==> src/hw/rtl/button_debounce_click_classifier_macros.svh <==
// Assertion macros for the button debounce and click classifier.
`ifndef BUTTON_DEBOUNCE_CLICK_CLASSIFIER_MACROS_SVH
`define BUTTON_DEBOUNCE_CLICK_CLASSIFIER_MACROS_SVH
`ifndef SYNTHESIS
// Check a property on every rising clock edge outside reset.
`define BDCC_ASSERT(lbl, prop, msg) \
    lbl: assert property (@(posedge clk) disable iff (!rst_n) (prop)) else $error(msg);
// Check that a condition never holds outside reset.
`define BDCC_ASSERT_NEVER(lbl, expr, msg) \
    lbl: assert property (@(posedge clk) disable iff (!rst_n) !(expr)) else $error(msg);
`else
`define BDCC_ASSERT(lbl, prop, msg)
`define BDCC_ASSERT_NEVER(lbl, expr, msg)
`endif
`endif

==> src/hw/rtl/bdcc_pkg.sv <==
// Types and constants of the button debounce and click classifier.
package bdcc_pkg;

    localparam int STABLE_W = 8;
    localparam int TICK_W   = 16;
    localparam int CFG_W    = 16;
    localparam int CFG_IDX_W = 2;

    // Register indexes of the configuration port
    localparam logic [CFG_IDX_W-1:0] CFG_STABLE_TICKS      = 2'd0;
    localparam logic [CFG_IDX_W-1:0] CFG_LONG_CLICK_TICKS  = 2'd1;
    localparam logic [CFG_IDX_W-1:0] CFG_DOUBLE_WAIT_TICKS = 2'd2;

    // Reset values of the configuration registers
    localparam logic [STABLE_W-1:0] STABLE_TICKS_RST      = 8'd10;
    localparam logic [TICK_W-1:0]   LONG_CLICK_TICKS_RST  = 16'd1000;
    localparam logic [TICK_W-1:0]   DOUBLE_WAIT_TICKS_RST = 16'd100;

    localparam logic [STABLE_W-1:0] STABLE_MAX = {STABLE_W{1'b1}};
    localparam logic [TICK_W-1:0]   TICK_MAX   = {TICK_W{1'b1}};

    // Click phase codes
    localparam logic [1:0] PHASE_IDLE         = 2'd0;
    localparam logic [1:0] PHASE_IN_CLICK     = 2'd1;
    localparam logic [1:0] PHASE_MAYBE_DOUBLE = 2'd2;

    localparam logic LEVEL_RELEASED = 1'b1;

    typedef struct packed {
        logic level;
        logic pressed_edge;
        logic released_edge;
        logic long_click;
        logic double_click;
    } click_result_t;

endpackage

==> src/hw/rtl/button_debounce_click_classifier.sv <==
// Button debounce and click classifier: one raw sample per tick, one result per sample.
// A result is registered: it shows on the outputs in the cycle after its sample transfers.
// Throughput: one sample per cycle while a waiting result is not held by out_stall; the
// debounce, counter and phase update is one pass of compare-and-increment logic between the state and result registers.
// Reset (rst_n, async, active low): released level, idle phase, counters zero,
// configuration back to 10 / 1000 / 100 ticks, result register empty.
module button_debounce_click_classifier
(
    input  logic                                clk,
    input  logic                                rst_n,
    // configuration write port
    input  logic                                cfg_we,
    input  logic [bdcc_pkg::CFG_IDX_W-1:0]      cfg_index,
    input  logic [bdcc_pkg::CFG_W-1:0]          cfg_data,
    // sample channel
    input  logic                                in_valid,
    output logic                                in_stall,
    input  logic                                raw_level,
    // result channel
    output logic                                out_valid,
    input  logic                                out_stall,
    output logic                                level,
    output logic                                pressed_edge,
    output logic                                released_edge,
    output logic                                long_click,
    output logic                                double_click
);
    import bdcc_pkg::*;

`include "button_debounce_click_classifier_macros.svh"

    // Configuration registers
    logic [STABLE_W-1:0] stable_ticks_reg;
    logic [TICK_W-1:0]   long_click_ticks_reg;
    logic [TICK_W-1:0]   double_wait_ticks_reg;

    // Debounce and click state
    logic                candidate_reg, candidate_next;
    logic [STABLE_W-1:0] stable_count_reg, stable_count_next;
    logic                accepted_reg, accepted_next;
    logic [1:0]          phase_reg, phase_next;
    logic [TICK_W-1:0]   since_press_reg, since_press_next;
    logic [TICK_W-1:0]   since_release_reg, since_release_next;

    // Result register
    logic                out_valid_reg, out_valid_next;
    click_result_t       result_reg, result_next;

    logic                in_xfer;
    logic                edge_hit;
    logic [TICK_W-1:0]   press_inc;
    logic [TICK_W-1:0]   release_inc;

    // Hold the sample only while a finished result waits and is not taken
    assign in_stall = out_valid_reg && out_stall;
    assign in_xfer  = in_valid && !in_stall;

    // Configuration writes; an index past the list is dropped
    always_ff @(posedge clk or negedge rst_n)
    begin
        if (!rst_n)
        begin
            stable_ticks_reg      <= STABLE_TICKS_RST;
            long_click_ticks_reg  <= LONG_CLICK_TICKS_RST;
            double_wait_ticks_reg <= DOUBLE_WAIT_TICKS_RST;
        end
        else if (cfg_we)
        begin
            unique case (cfg_index)
                CFG_STABLE_TICKS:      stable_ticks_reg      <= cfg_data[STABLE_W-1:0];
                CFG_LONG_CLICK_TICKS:  long_click_ticks_reg  <= cfg_data[TICK_W-1:0];
                CFG_DOUBLE_WAIT_TICKS: double_wait_ticks_reg <= cfg_data[TICK_W-1:0];
                default: ;
            endcase
        end
    end

    // One tick of the debounce and click classification
    always_comb
    begin
        // Elapsed counters advance first, saturating
        press_inc   = (since_press_reg != TICK_MAX) ? since_press_reg + 1'b1
                                                    : since_press_reg;
        release_inc = (since_release_reg != TICK_MAX) ? since_release_reg + 1'b1
                                                      : since_release_reg;
        since_press_next   = press_inc;
        since_release_next = release_inc;

        // Track the candidate level and how long it has held
        if (raw_level == candidate_reg)
        begin
            candidate_next    = candidate_reg;
            stable_count_next = (stable_count_reg != STABLE_MAX) ?
                                stable_count_reg + 1'b1 : stable_count_reg;
        end
        else
        begin
            candidate_next    = raw_level;
            stable_count_next = {{(STABLE_W-1){1'b0}}, 1'b1};
        end

        edge_hit = (stable_count_next >= stable_ticks_reg) &&
                   (candidate_next != accepted_reg);

        accepted_next = accepted_reg;
        phase_next    = phase_reg;
        result_next   = '0;

        if (edge_hit)
        begin
            accepted_next = candidate_next;
            if (candidate_next == LEVEL_RELEASED)
            begin
                // Release: judge the press length before the release counter clears
                result_next.released_edge = 1'b1;
                if (phase_reg == PHASE_IN_CLICK)
                begin
                    if (press_inc >= long_click_ticks_reg)
                    begin
                        result_next.long_click = 1'b1;
                        phase_next = PHASE_IDLE;
                    end
                    else
                    begin
                        phase_next = PHASE_MAYBE_DOUBLE;
                    end
                end
                since_release_next = '0;
            end
            else
            begin
                // Press: a pending double-click wait completes here
                result_next.pressed_edge = 1'b1;
                if (phase_reg == PHASE_MAYBE_DOUBLE)
                begin
                    result_next.double_click = 1'b1;
                    phase_next = PHASE_IDLE;
                end
                else if (phase_reg != PHASE_IN_CLICK)
                begin
                    // idle, or the unused code treated as idle
                    phase_next = PHASE_IN_CLICK;
                end
                since_press_next = '0;
            end
        end
        else if (phase_reg == PHASE_MAYBE_DOUBLE &&
                 release_inc >= double_wait_ticks_reg)
        begin
            // Wait for a second press ran out
            phase_next = PHASE_IDLE;
        end

        result_next.level = accepted_next;

        // Result register fills on a sample transfer, empties when taken
        if (in_xfer)
        begin
            out_valid_next = 1'b1;
        end
        else if (!out_stall)
        begin
            out_valid_next = 1'b0;
        end
        else
        begin
            out_valid_next = out_valid_reg;
        end
    end

    // State advances only on a sample transfer
    always_ff @(posedge clk or negedge rst_n)
    begin
        if (!rst_n)
        begin
            candidate_reg     <= LEVEL_RELEASED;
            stable_count_reg  <= '0;
            accepted_reg      <= LEVEL_RELEASED;
            phase_reg         <= PHASE_IDLE;
            since_press_reg   <= '0;
            since_release_reg <= '0;
            out_valid_reg     <= 1'b0;
        end
        else
        begin
            out_valid_reg <= out_valid_next;
            if (in_xfer)
            begin
                candidate_reg     <= candidate_next;
                stable_count_reg  <= stable_count_next;
                accepted_reg      <= accepted_next;
                phase_reg         <= phase_next;
                since_press_reg   <= since_press_next;
                since_release_reg <= since_release_next;
            end
        end
    end

    // Result payload needs no reset
    always_ff @(posedge clk)
    begin
        if (in_xfer)
        begin
            result_reg <= result_next;
        end
    end

    assign out_valid     = out_valid_reg;
    assign level         = result_reg.level;
    assign pressed_edge  = result_reg.pressed_edge;
    assign released_edge = result_reg.released_edge;
    assign long_click    = result_reg.long_click;
    assign double_click  = result_reg.double_click;

    // A press and a release never land on the same tick
    `BDCC_ASSERT_NEVER(a_one_edge, out_valid_reg && result_reg.pressed_edge && result_reg.released_edge, "press and release flagged together")
    // Click events ride on their edges
    `BDCC_ASSERT(a_click_on_edge, out_valid_reg |-> ((!result_reg.long_click || result_reg.released_edge) && (!result_reg.double_click || result_reg.pressed_edge)), "click flag without its edge")
    // The shown level matches the debounce state after that sample
    `BDCC_ASSERT(a_level_track, out_valid_reg |-> (result_reg.level == accepted_reg), "result level disagrees with state")
    // A transferred sample always leaves a result waiting
    `BDCC_ASSERT(a_result_fill, in_xfer |=> out_valid_reg, "sample transferred without a result")

endmodule
==> config.mk <==
export PLATFORM = sky130hd
export DESIGN_NAME = button_debounce_click_classifier
export DESIGN_NICKNAME = d
export VERILOG_FILES = /design/src/hw/rtl/bdcc_pkg.sv /design/src/hw/rtl/button_debounce_click_classifier.sv
export VERILOG_INCLUDE_DIRS = /design/src /design/src/hw/rtl
export SDC_FILE = /design/constraint.sdc
export NUM_CORES = 1
export LEC_CHECK = 0
export BUFFER_PORTS_ARGS = -buffer_cell sky130_fd_sc_hd__buf_2
export CORE_MARGIN = 8
export CORE_UTILIZATION = 50
export DETAILED_ROUTE_END_ITERATION = 8
export PLACE_DENSITY_LB_ADDON = 0.2
export RECOVER_POWER = 25
export SETUP_SLACK_MARGIN = 0.05
export SYNTH_ARGS = -nofsm -noshare
export SYNTH_HDL_FRONTEND = slang
export SYNTH_SLANG_ARGS = --single-unit
==> constraint.sdc <==
create_clock -name clk -period 4.44 [get_ports clk]
set_input_delay 0.222 -clock clk [delete_from_list [all_inputs] [get_ports clk]]
set_output_delay 0.222 -clock clk [all_outputs]
set_load 0.02 [all_outputs]
Yosys cells after proc, flatten, opt, wreduce, memory -nomap -nowiden
Cells that the tools add are included.
Widths: inputs -> output; s select.

storage, ports and cells
  register bits = 90
  latch bits = 0
  memory bits (writable) = 0
  memory bits (read-only) = 0
  word-level logic and storage cells = 72
  memories kept = 0

operators by class
  add/subtract/negate cells = 3
  multipliers = 0
  div/mod/pow operators = 0
  $lt $le $gt $ge = 3
  equality and inequality tests = 13
  shift operators = 0
  mux-type cells = 24
  bitwise logic cells = 1
  reductions and logical operators = 13

operator list
  cell                   number
  $mux 16                6
  $add 16x1->16 const B  2
  $ge 16x16->1           2
  $ne 16x16->1 const B   2
  $mux 2                 8
  $mux 8                 2
  $add 8x1->8 const B    1
  $ge 8x8->1             1
  $mux 1                 8
  $ne 8x8->1 const B     1
  $reduce_and 2->1       3
  $eq 2x1->1 const B     2
  $eq 2x2->1 const B     2
  $logic_and 1x1->1      4
  $ne 2x1->1 const B     2
  $ne 4x2->1 const B     1
  $reduce_and 4->1       1
  $ne 3x2->1 const B     1
  $reduce_and 3->1       1
  $logic_not 2->1        1
  $reduce_bool 2->1      1
  $reduce_or 2->1        1
  $eq 1x1->1             1
  $logic_not 1->1        1
  other kinds (2)        2

Logic depth before layout (Yosys ltp)
  depth after elaboration = 7
  mapped depth = 16
  gate-level depth less buffers = 14

Least setup slack after synthesis
OpenSTA, ideal clock, no wires.

  path kind = register to register
  start = register since_release_reg[0]
  end = register phase_reg[1]
  library setup time = 0.120 ns
  data arrival time = 3.095 ns
  data required time = 4.320 ns
  path slack = 1.225 ns
  stages on the path, launching flop included = 14
  buffers on the path = 1
  cell sequence = dfrtp_1 > ha_1 > and2_1 > a21o_1 > buf_4 > or2_2 > xnor2_1 > ha_1 > nand4_1 > or4_1 > a221oi_1 > nor4_1 > o221a_1 > a41o_1

on the way
  longest elaborated chain between the ends = 6

ends and longest elaborated chain
  what                                                  line                                     text
  start: declaration                                    button_debounce_click_classifier.sv:43   logic [TICK_W-1:0] since_release_reg, since_release_next;
  start signal: assignment                              button_debounce_click_classifier.sv:194  since_release_reg <= since_release_next;
  $add 16x1->16 / $ne 16x16->1 (equally long branches)  button_debounce_click_classifier.sv:84   release_inc = (since_release_reg != TICK_MAX) ? since_release_reg + 1'b1
  $mux 16 (*)                                           button_debounce_click_classifier.sv:84
  $ge 16x16->1 (*)                                      button_debounce_click_classifier.sv:148  release_inc >= double_wait_ticks_reg)
  $logic_and 1x1->1 (*)                                 button_debounce_click_classifier.sv:147  else if (phase_reg == PHASE_MAYBE_DOUBLE &&
  $reduce_bool 2->1 (no line) (*)                       n/a
  $reduce_and 4->1 (no line) (*)                        n/a
  end signal: assignment                                button_debounce_click_classifier.sv:192  phase_reg <= phase_next;
  end: declaration                                      button_debounce_click_classifier.sv:41   logic [1:0] phase_reg, phase_next;

Mark *: on every way between the ends. The rest lies on a longest branch, timed or not.
A chain may end at the register's enable or synchronous reset.

Worst setup path after layout
  start = register since_release_reg[3]
  end = register phase_reg[1]

Same word-level chain as after synthesis.

==> summary.txt <==
Outcome: finished with violations
Failing checks: capacitance limit, slew limit
Core area: 0.0112 sq mm
Worst path arrival time: 4.15 ns
Clock sink total: 90
Clock slew at reported path FFs: 0.06 ns
Final setup vio count: 0
Area delta synth->final: 9.64%
Clock skew: 0.00934 ns
Post-DRT Antenna Nets: 0
Yosys reg bits: 90
Largest net degree at the start of global routing: 55
Initial core utilization: 50.4%
Fin. Hold Viols: 0
Clock buffer depth: 2
Pwr Density: 468 mW/mm^2
Vias per inst: 5.83
Fin nets: 675
Pin slew with the least headroom to its limit: 1.77 ns
Synth async-reset ratio: 94.4%
Die height: 122 um
Syn_nets: 650
Drt initial violations: 259
Placer Congestion: 0.838
Hold_buf cts: 1
Synth Area per Inst: 9.74 sq um
Cts bufs inserted: 9
H-tree depth: 3
DIE WIDTH: 122 um
Post-route DRC: 0
CTS-repair resized insts: 0
Slew Viols, Final: 33
Fmax: 256 MHz
IO Count: 31
Largest area contributor in the synthesized netlist: dfrtp_1
Distinct cells, synth: 67
Routed vias: 4,397
Gr usage total: 18.3%
Crit path required time: 4.68 ns
Max-Cap Viols: 1
Warnings from Yosys: 0
First-pass GRT wire length: 21,500 um
Cell area after synthesis: 0.00566 sq mm
Routed WL: 13,000 um
Top post-synthesis cells by area: dfrtp_1 32%, ha_1 9.9%, mux2_2 8.4%, dfstp_2 6.0%, inv_1 3.6%
Std-Cell Rows: 39
Share of the synthesized area in the top cell type: 31.8%
Peak VDD IR: 0.000264 V
Worst-path maximum fanout: 10
Share of cells above drive strength 1: 18.3%
Hpwl dp: 9430 um
Setup Buffers After CTS: 0
Final Cycle Share: 88.1%
WS Path Type: register to register
Worst Setup Start Kind: register
CTS tree: built
IO buf count: 30
Critical Path Sink Type: register
Cells after Synth: 581
Die area: 0.0150 sq mm
DR pass1 iterations: 7
Ys flop type: dfrtp_1
Worst skew pair latency: 0.35 ns
Number of synthesized flops with an enable pin: 5
Slew Limit Headroom: -18.1%
RSZ-0062 raised after global routing: no
Root Driver: clkbuf_16
Crit path time final: 3.91 ns
Min-Delay Path Class: primary input to register
Setup TNS: 0 ns
Initial antenna violation count: 0
Total gr overflow: 0
WL per Instance: 17.2 um
Seq/Total Area, Yosys: 40.5%
Layout Utilization: 55.3%
Leakage power: 2.79 nW
Number of antenna diodes: 0
Vias in the first global route: 4,329
==> power by group <==
part	leakage [nW]	switching, mW	internal [mW]	total (mW)
registers	1.04	0.179	1.01	1.19
clock network	0.135	0.316	0.430	0.746
logic	1.61	0.539	0.426	0.964
total	2.79	1.03	1.87	2.90
==> worst max-delay path, cell delays in order, from the launching register on <==
cell and delay, ns:
dfrtp_1 0.53, nand4_2 0.22, nor4_2 0.43, a21o_1 0.39, nor2_1 0.11, xor2_1 0.17, ha_1 0.30, nand4_1 0.20
or4_1 0.54, a221oi_1 0.34, nor4_1 0.11, o221a_1 0.25, a41o_1 0.21
==> layer usage <==
layer	part of all wire (%)	up-vias	track usage, %
met1	48	2138	24.9
met3	4.4	21	3.36
met2	45	95	27.6
met4	2.4	0	8.61
met5	0	-	0
li1	-	2143	-
==> stage by stage <==
step                setup WS [ns]  cell area (sq um)  std cells  total power, mW  hold slack [ns]
floorplan                    1.22               5660        581             1.91          -0.0736
global placement            0.717               5920        737             2.12            0.190
detailed placement          0.597               5920        737             2.16            0.192
CTS                         0.583               6220        754             2.93           0.0646
global route                0.309               6200        754             3.11           0.0734
finish                      0.530               6200        754             2.90           0.0729
==> cells in the mapped netlist (all sizes together) (8+ instances only) <==
cell type,instances
dfrtp,72
inv,55
nand2,51
ha,45
mux2,42
nand3,35
a21oi,28
nor2,27
o21ai,26
xnor2,16
nand4,15
clkbuf,14
dfstp,13
nor3,10
nor4,9
buf,8
==> kinds of logic (layout without fill, tap and decap cells) <==
logic type / Yosys count / count (layout) / synth area share [%]
compound gates: 117 / 117 / 13.9
xor+xnor: 23 / 23 / 3.56
fa+ha+maj: 45 / 45 / 9.95
buf+inv: 77 / 107 / 5.48
flops: 90 / 90 / 40.5
mux: 43 / 43 / 8.53
simple gates: 186 / 186 / 18.0
==> final timing paths <==
path	from	end	slack [ns]	cells after the start
hold reg to reg	long_click_ticks_reg[15]$_DFFE_PN0P_	long_click_ticks_reg[15]$_DFFE_PN0P_	0.51	1
setup reg to reg	since_release_reg[3]$_DFFE_PN0P_	phase_reg[1]$_DFFE_PN0P_	0.53	12
min in group asynchronous	rst_n	double_wait_ticks_reg[8]$_DFFE_PN0P_	0.88	2
setup / recovery	since_release_reg[3]$_DFFE_PN0P_	phase_reg[1]$_DFFE_PN0P_	0.53	12
hold / removal	in_valid	out_valid$_DFFE_PN0P_	0.07	2
max in group asynchronous	rst_n	since_press_reg[12]$_DFFE_PN0P_	2.04	3
==> cell type report <==
| cell class | instances | area [sq um] |
|---|---|---|
| Fill cell | 1055 | 5020 |
| Multi-Input combinational cell | 414 | 3060 |
| Sequential cell | 90 | 2290 |
| Clock buffer | 15 | 279 |
| Inverter | 55 | 206 |
| Timing Repair Buffer | 36 | 184 |
| Tap cell | 143 | 179 |
| Clock inverter | 1 | 7.51 |
==> placed cells by master (no fill, tap or decap), types with 3 or more instances in the layout <==
cell type / instances
dfrtp_1: 72
inv_1: 54
nand2_1: 51
ha_1: 45
mux2_2: 42
nand3_1: 34
a21oi_1: 28
nor2_1: 27
buf_2: 22
o21ai_0: 21
xnor2_1: 16
dfstp_2: 13
clkbuf_1: 13
nand4_1: 11
clkbuf_16: 10
nor3_1: 8
xor2_1: 7
a31oi_1: 7
a21o_1: 7
nor4_1: 6
a211oi_1: 6
or4_1: 6
o211ai_1: 6
o21a_1: 5
nor2b_1: 5
o21ai_1: 5
edfxtp_1: 5
and3_1: 4
nor3b_1: 4
and2_1: 4
or3_1: 4
o31ai_1: 4
a22o_1: 4
buf_4: 4
nand4_2: 3
nor4_2: 3
a221o_1: 3
o311ai_0: 3
(Power assumes the default switching activity.)
